--- src/qfn_pkg.sv ---
`default_nettype none
// ----------------------------------------------------------------------------
// qfn_pkg
// Shared constants and types for the quad face unit normal pipeline.
// ----------------------------------------------------------------------------
package qfn_pkg;

   // default widths of the top level
   localparam int COORD_BITS_DEF       = 24;
   localparam int NORMAL_FRAC_BITS_DEF = 14;

   // fixed output width of each normal component
   localparam int NORMAL_BITS = 16;

   // normalisation window: largest magnitude lands in [2^29, 2^30)
   localparam int WIN_BITS   = 30;
   localparam int SQ_BITS    = 2 * WIN_BITS;
   localparam int LEN2_BITS  = SQ_BITS + 2;
   localparam int ROOT_BITS  = LEN2_BITS / 2;
   localparam int TRIAL_BITS = LEN2_BITS + 2;

   // per-item side information carried down the pipe
   typedef struct packed {
      logic [2:0] neg;
      logic       zero;
   } face_flags_type;

endpackage
`default_nettype wire

--- src/qfn_div.sv ---
`default_nettype none
// ----------------------------------------------------------------------------
// qfn_div
// Pipelined restoring divider, one quotient bit per register stage.
// ----------------------------------------------------------------------------
module qfn_div import qfn_pkg::*; #(
   parameter int NUM_BITS = WIN_BITS + NORMAL_FRAC_BITS_DEF + 1,
   parameter int DEN_BITS = ROOT_BITS,
   parameter int Q_BITS   = NORMAL_FRAC_BITS_DEF + 1
) (
   input  logic                clock,
   input  logic                adv,
   input  logic [NUM_BITS-1:0] num,
   input  logic [DEN_BITS-1:0] den,
   output logic [Q_BITS-1:0]   quo
);

   localparam int SW = DEN_BITS + Q_BITS;

   logic [SW-1:0]       rem_ff [Q_BITS];
   logic [DEN_BITS-1:0] den_ff [Q_BITS];
   logic [Q_BITS-1:0]   q_ff   [Q_BITS];

   genvar k;
   generate
      for (k = 0; k < Q_BITS; k++) begin : g_step
         localparam int B = Q_BITS - 1 - k;
         logic [SW-1:0]       rem_q;
         logic [DEN_BITS-1:0] den_q;
         logic [Q_BITS-1:0]   q_q;
         logic [SW-1:0]       trial;
         logic [SW-1:0]       rem_in;
         logic [Q_BITS-1:0]   q_in;

         if (k == 0) begin : g_first
            assign rem_q = SW'(num);
            assign den_q = den;
            assign q_q   = '0;
         end else begin : g_next
            assign rem_q = rem_ff[k-1];
            assign den_q = den_ff[k-1];
            assign q_q   = q_ff[k-1];
         end

         // compare against the shifted divisor
         always_comb begin
            trial = SW'(den_q) << B;
            if (rem_q >= trial) begin
               rem_in = rem_q - trial;
               q_in   = q_q | (Q_BITS'(1) << B);
            end else begin
               rem_in = rem_q;
               q_in   = q_q;
            end
         end

         always_ff @(posedge clock) begin
            if (adv) begin
               rem_ff[k] <= rem_in;
               den_ff[k] <= den_q;
               q_ff[k]   <= q_in;
            end
         end
      end
   endgenerate

   assign quo = q_ff[Q_BITS-1];

endmodule
`default_nettype wire

--- config.mk ---
export PLATFORM = sky130hd
export DESIGN_NAME = qfn_div
export DESIGN_NICKNAME = d
export VERILOG_FILES = /design/src/qfn_pkg.sv /design/src/qfn_div.sv
export SDC_FILE = /design/constraint.sdc
export NUM_CORES = 2
export LEC_CHECK = 0
export BUFFER_PORTS_ARGS = -buffer_cell sky130_fd_sc_hd__clkbuf_2
export CORE_ASPECT_RATIO = 1.4
export CORE_MARGIN = 2
export CORE_UTILIZATION = 59
export DETAILED_ROUTE_END_ITERATION = 12
export MAX_ROUTING_LAYER = met4
export PLACE_DENSITY = 0.75
export RECOVER_POWER = 25
export SLEW_MARGIN = 20
export SYNTH_ARGS = -nofsm -noshare
export SYNTH_HDL_FRONTEND = slang
export SYNTH_SLANG_ARGS = --single-unit
--- constraint.sdc ---
create_clock -name clock -period 9.6 [get_ports clock]
set_input_delay 1.44 -clock clock [delete_from_list [all_inputs] [get_ports clock]]
set_output_delay 1.44 -clock clock [all_outputs]
set_load 0.005 [all_outputs]
-- Yosys cells after proc, flatten, opt, wreduce, memory -nomap -nowiden
Memory sizes are Yosys's and may differ from the RTL's.
Index checks and enable logic that the tools add are counted.
- memory bits (writable): 1380
- logic and storage cells: 65
- bits in registers: 0
- output and inout bits: 15
- memories: 3
- add/sub/neg operators: 15
- magnitude comparators: 15
- muxes and demuxes: 32
- memories (memory ; words ; bits a word ; rd ports ; clocked after memory_dff ; write ports ; line ; source):
    rem_ff ; 15 ; 46 ; 14 ; 0 ; 15 ; qfn_div.sv:20 ; logic [SW-1:0] rem_ff [Q_BITS];
    den_ff ; 15 ; 31 ; 14 ; 0 ; 15 ; qfn_div.sv:21 ; logic [DEN_BITS-1:0] den_ff [Q_BITS];
    q_ff ; 15 ; 15 ; 15 ; 0 ; 15 ; qfn_div.sv:22 ; logic [Q_BITS-1:0] q_ff [Q_BITS];
- operator list (operator ; count):
    $mux 46 ; 15
    $ge 46x31->1 ; 1
    $ge 46x32->1 ; 1
    $ge 46x33->1 ; 1
    $ge 46x34->1 ; 1
    $ge 46x35->1 ; 1
    $ge 46x36->1 ; 1
    $ge 46x37->1 ; 1
    $ge 46x38->1 ; 1
    $ge 46x39->1 ; 1
    $ge 46x40->1 ; 1
    $ge 46x41->1 ; 1
    $ge 46x42->1 ; 1
    $ge 46x43->1 ; 1
    $ge 46x44->1 ; 1
    $sub 45x45->46 ; 1
    $sub 46x31->46 ; 1
    $sub 46x32->46 ; 1
    $sub 46x33->46 ; 1
    $sub 46x34->46 ; 1
    $sub 46x35->46 ; 1
    $sub 46x36->46 ; 1
    $sub 46x37->46 ; 1
    $sub 46x38->46 ; 1
    22 further kinds ; 24

-- Logic depth before layout (Yosys ltp)
An unclocked memory read counts as a cell.
- depth after elaboration: 3
- mapped depth: 16

-- Worst setup path before layout
No wires, ideal clock.
- path type: input-to-reg
- start: input num[14]
- end: memory rem_ff[0][15] in the netlist's numbering (data pin)
- slack: 5.277 ns
- required time: 9.333 ns
- setup time: 0.267 ns
- buffers on the path: 2
- stages on the path: 15
- arrival time: 4.057 ns
- cells stage by stage: inv_1 ha_1 fa_1 nor2b_1 o21ai_0 a21oi_1 o31ai_1 a21oi_1 a21oi_1 o41a_1 o21a_1 clkinv_1 clkbuf_1 clkbuf_1 a21oi_1
- RTL lines (what ; line ; source):
    from (decl) ; qfn_div.sv:13 ; input logic [NUM_BITS-1:0] num,
    to (decl) ; qfn_div.sv:20 ;

==> metrics.md <==
| Metric | Value |
|---|---|
| Final wirelength | between 150 and 200 mm |
| Top-area cell type share of the netlist area | between 50% and 60% |
| Static leakage | 29.9 nW |
| Clk_lat worst skew | 0.77 ns |
| CP max stage delay | 0.84 ns |
| Worst endpoint data arrival time | between 5 and 6 ns |
| 1st-pass router iterations | 6 |
| Post-route minimum period | about 4.8 ns |
| Final setup vio count | 0 |
| Clk slew on worst S/H paths | about 0.06 ns |
| Tot Pwr | between 20 and 25 mW |
| CP dominant cell by count | inv_1 |
| Fin. Hold Viols | 0 |
| Synth top area cells | edfxtp_1 (53%), ha_1 (8.5%), a21oi_1 (4.2%) |
| Final ANT Viol Nets | 0 |
| I/O pin count | 93 |
| Max Freq | 210 MHz |
| Worst path buffer plus inverter count | 3 |
| Post_cts resized | 0 |
| Ys Warns | 0 |
| Clock buffer depth | 3 |
| First-pass GRT wire length | 250 mm |
| Sequential share of the synthesized area | between 50% and 60% |
| DP HPWL | approximately 130 mm |
| Crit path capture type | flop |
| Vias | ~47k |
| Clock root cell | clkbuf_16 |
| Critical path, cell by cell | inv_1 > ha_1 > inv_1 > fa_1 > a21oi_1 > o211ai_1 > a221oi_1 > nor3_1 > o2111ai_1 > a31oi_1 > nor3_2 > buf_4 > mux2_2 |
| Critical path class | flop to flop |
| # diodes | 0 |
| CP max-delay cell | a221oi_1 |
| Least-Margin Pin Slew | about 1.2 ns |
| GPL Wtd Cong | 1.00 |
| Synth async-reset ratio | 0% |
| Top post-synthesis cells by count | edfxtp_1 (1,198), inv_1 (593), a21oi_1 (572), ha_1 (465), nand2_1 (461) |
| IO Port Bufs | 92 |
| Clk pwr share | just over 20% |
| Filler instances | between 8k and 9k |
| Num CTS Buffers | 114 |
| CTS tree | yes |
| Worst VDD drop | ~0.18 mV |
| Worst Clk Skew | ~0.056 ns |
| Switch Pwr | 8.12 mW |
| Combinational Power Share | about 42% |
| Pint | ~14 mW |
| Die area | 118,000 sq um |
| Via-per-instance ratio | 5.91 |
| Worst min path class | flop to flop |
| Post-CTS Setup Bufs | 0 |
| Hold_buf cts | 0 |
| Relative slew slack | around 21% |
| Startpoint Class | flop |
| CP delay by family, top | compound AO/OA/AOI/OAI gates |
| Count leader, synth | edfxtp_1 |
| Yosys top cell by area | edfxtp_1 |
| Post-synthesis register bit count | approximately 1.2k |
| Post-Syn Instances | about 6.3k |
| GR Overflow Total | 0 |
| Post-layout nets | just under 7k |
| Fin Setup TNS | 0 ns |
| Number of synthesized flops with an enable pin | around 1.2k |
| H-tree levels | 3 |
| Largest net degree at the start of global routing | 180 |
| Clk sink count | roughly 1.2k |
| RSZ-0062 raised after global routing | false |
| Seq pwr share | a little under two fifths |
| Final period util | 49.6% |
| WP data required | approximately 10 ns |
| Syn_area_per_cell | approximately 11 sq um |
| PwrDens | slightly below 300 nW/um^2 |
| Slew Limit Fails | 0 |
| Total track usage | between 20% and 30% |
| Critical Path Fanout Max | 56 |
| Status | finished, final reports clean |
| Vias in the first global route | 49.2k |
| Netlist cell types | between 80 and 90 |
| Sw frac | 36.8% |
| Core box area | around 110,000 sq um |
| Syn nets | 6,828 |
| Initial antenna violation count | 1 |
| Leading register cell type out of synthesis | edfxtp_1 |
| DR WL/cell | 20.2 um |
| DRC Markers | 0 |
| Die width | approximately 290 um |
| Synth-to-Final Area Change | 8.66% |
| DRT iter0 DRCs | ~2.3k |
| Share of layout cells above drive strength 1 | 6.88% |
| Starting Density | between 50% and 60% |
| Die H | 406 um |
| MaxCap Viol Count | 0 |
| Row count | about 150 |
| Synth Cell Area | 68,200 sq um |
## path summary, 6_finish.rpt
| kind | start | depth (start not counted) | end | slack, ns |
|---|---|---|---|---|
| max | rem_ff[1][140]$_DFFE_PP_ | 13 | rem_ff[1][187]$_DFFE_PP_ | 4.84 |
| min | q_ff[1][38]$_DFFE_PP_ | 0 | q_ff[1][53]$_DFFE_PP_ | 0.42 |
| max reg2reg | rem_ff[1][140]$_DFFE_PP_ | 13 | rem_ff[1][187]$_DFFE_PP_ | 4.84 |
| min reg2reg | q_ff[1][38]$_DFFE_PP_ | 0 | q_ff[1][53]$_DFFE_PP_ | 0.42 |
## layout by cell type, fill, tap and decap left out, types with 84 or more instances in the layout
cell type  synthesis  final
edfxtp_1        1198   1198
inv_1            593    593
a21oi_1          572    570
ha_1             465    465
nand2_1          461    461
nor2_1           420    420
o21ai_0          383    383
a21o_1           292    292
xnor2_1          274    274
xor2_1           197    197
clkbuf_16          0    114
nand3_1          110    110
clkbuf_2           0     90
nand4_1           89     89
nor3_1            86     84
## cells by family (layout without fill, tap and decap cells)
kind of cell	Yosys count	count (layout)	share of synthesized area, %
adders and majority gates	479	479	8.95
muxes	81	81	1.34
DFF	1198	1198	52.8
buffers and inverters	769	938	4.26
xor gates and xnor gates	471	471	6.05
and+or+nand+nor	1573	1573	11.1
AOI/OAI and AO/OA	1700	1700	15.5
## power groups by stage
stage / sequential (mW) / combinational, mW / clock, mW
after global placement: 8.31 / 9.05 / 0
after CTS: 8.24 / 9.23 / 4.60
final: 8.26 / 9.28 / 4.52
after detailed placement: 8.34 / 9.17 / 0
after global routing: 8.38 / 10.3 / 4.80
after floorplan: 8.07 / 6.92 / 0
## metrics by stage
stage          cell area (sq um)  cells  utilization, %  setup WS (ns)  hold slack [ns]
6_report                   74100   7930            64.6           4.84            0.417
5_1_grt                    74100   7930            64.6           4.60            0.425
4_1_cts                    74100   7930            64.6           4.90            0.411
3_5_place_dp               70300   7726            61.4           4.58            0.405
3_3_place_gp               70300   7726            61.4           4.62            0.400
2_1_floorplan              68200   6271               -           5.28            0.400
## final cells by class
type,count,area [sq um],area share [%]
tap,1490,1860,2.52
clock buffer,136,2940,3.96
clock inverter,68,815,1.10
inverter,597,2240,3.03
multi-input combinational,4304,29400,39.7
timing repair buffer,137,845,1.14
sequential,1198,36000,48.6
## flip-flops by register name, summed over array words and instances, names as in the netlist
register and count:
den_ff 434, q_ff 120, rem_ff 644
## metal layers
metal	vias to the layer above	part of all wire (%)	track usage (%)
li1	23100	-	-
met2	1096	59	57.9
met5	-	0	-
met1	22100	30	21.4
met3	587	2.5	2.66
met4	0	8.7	21.5
Power figures use the tool's default switching activity.
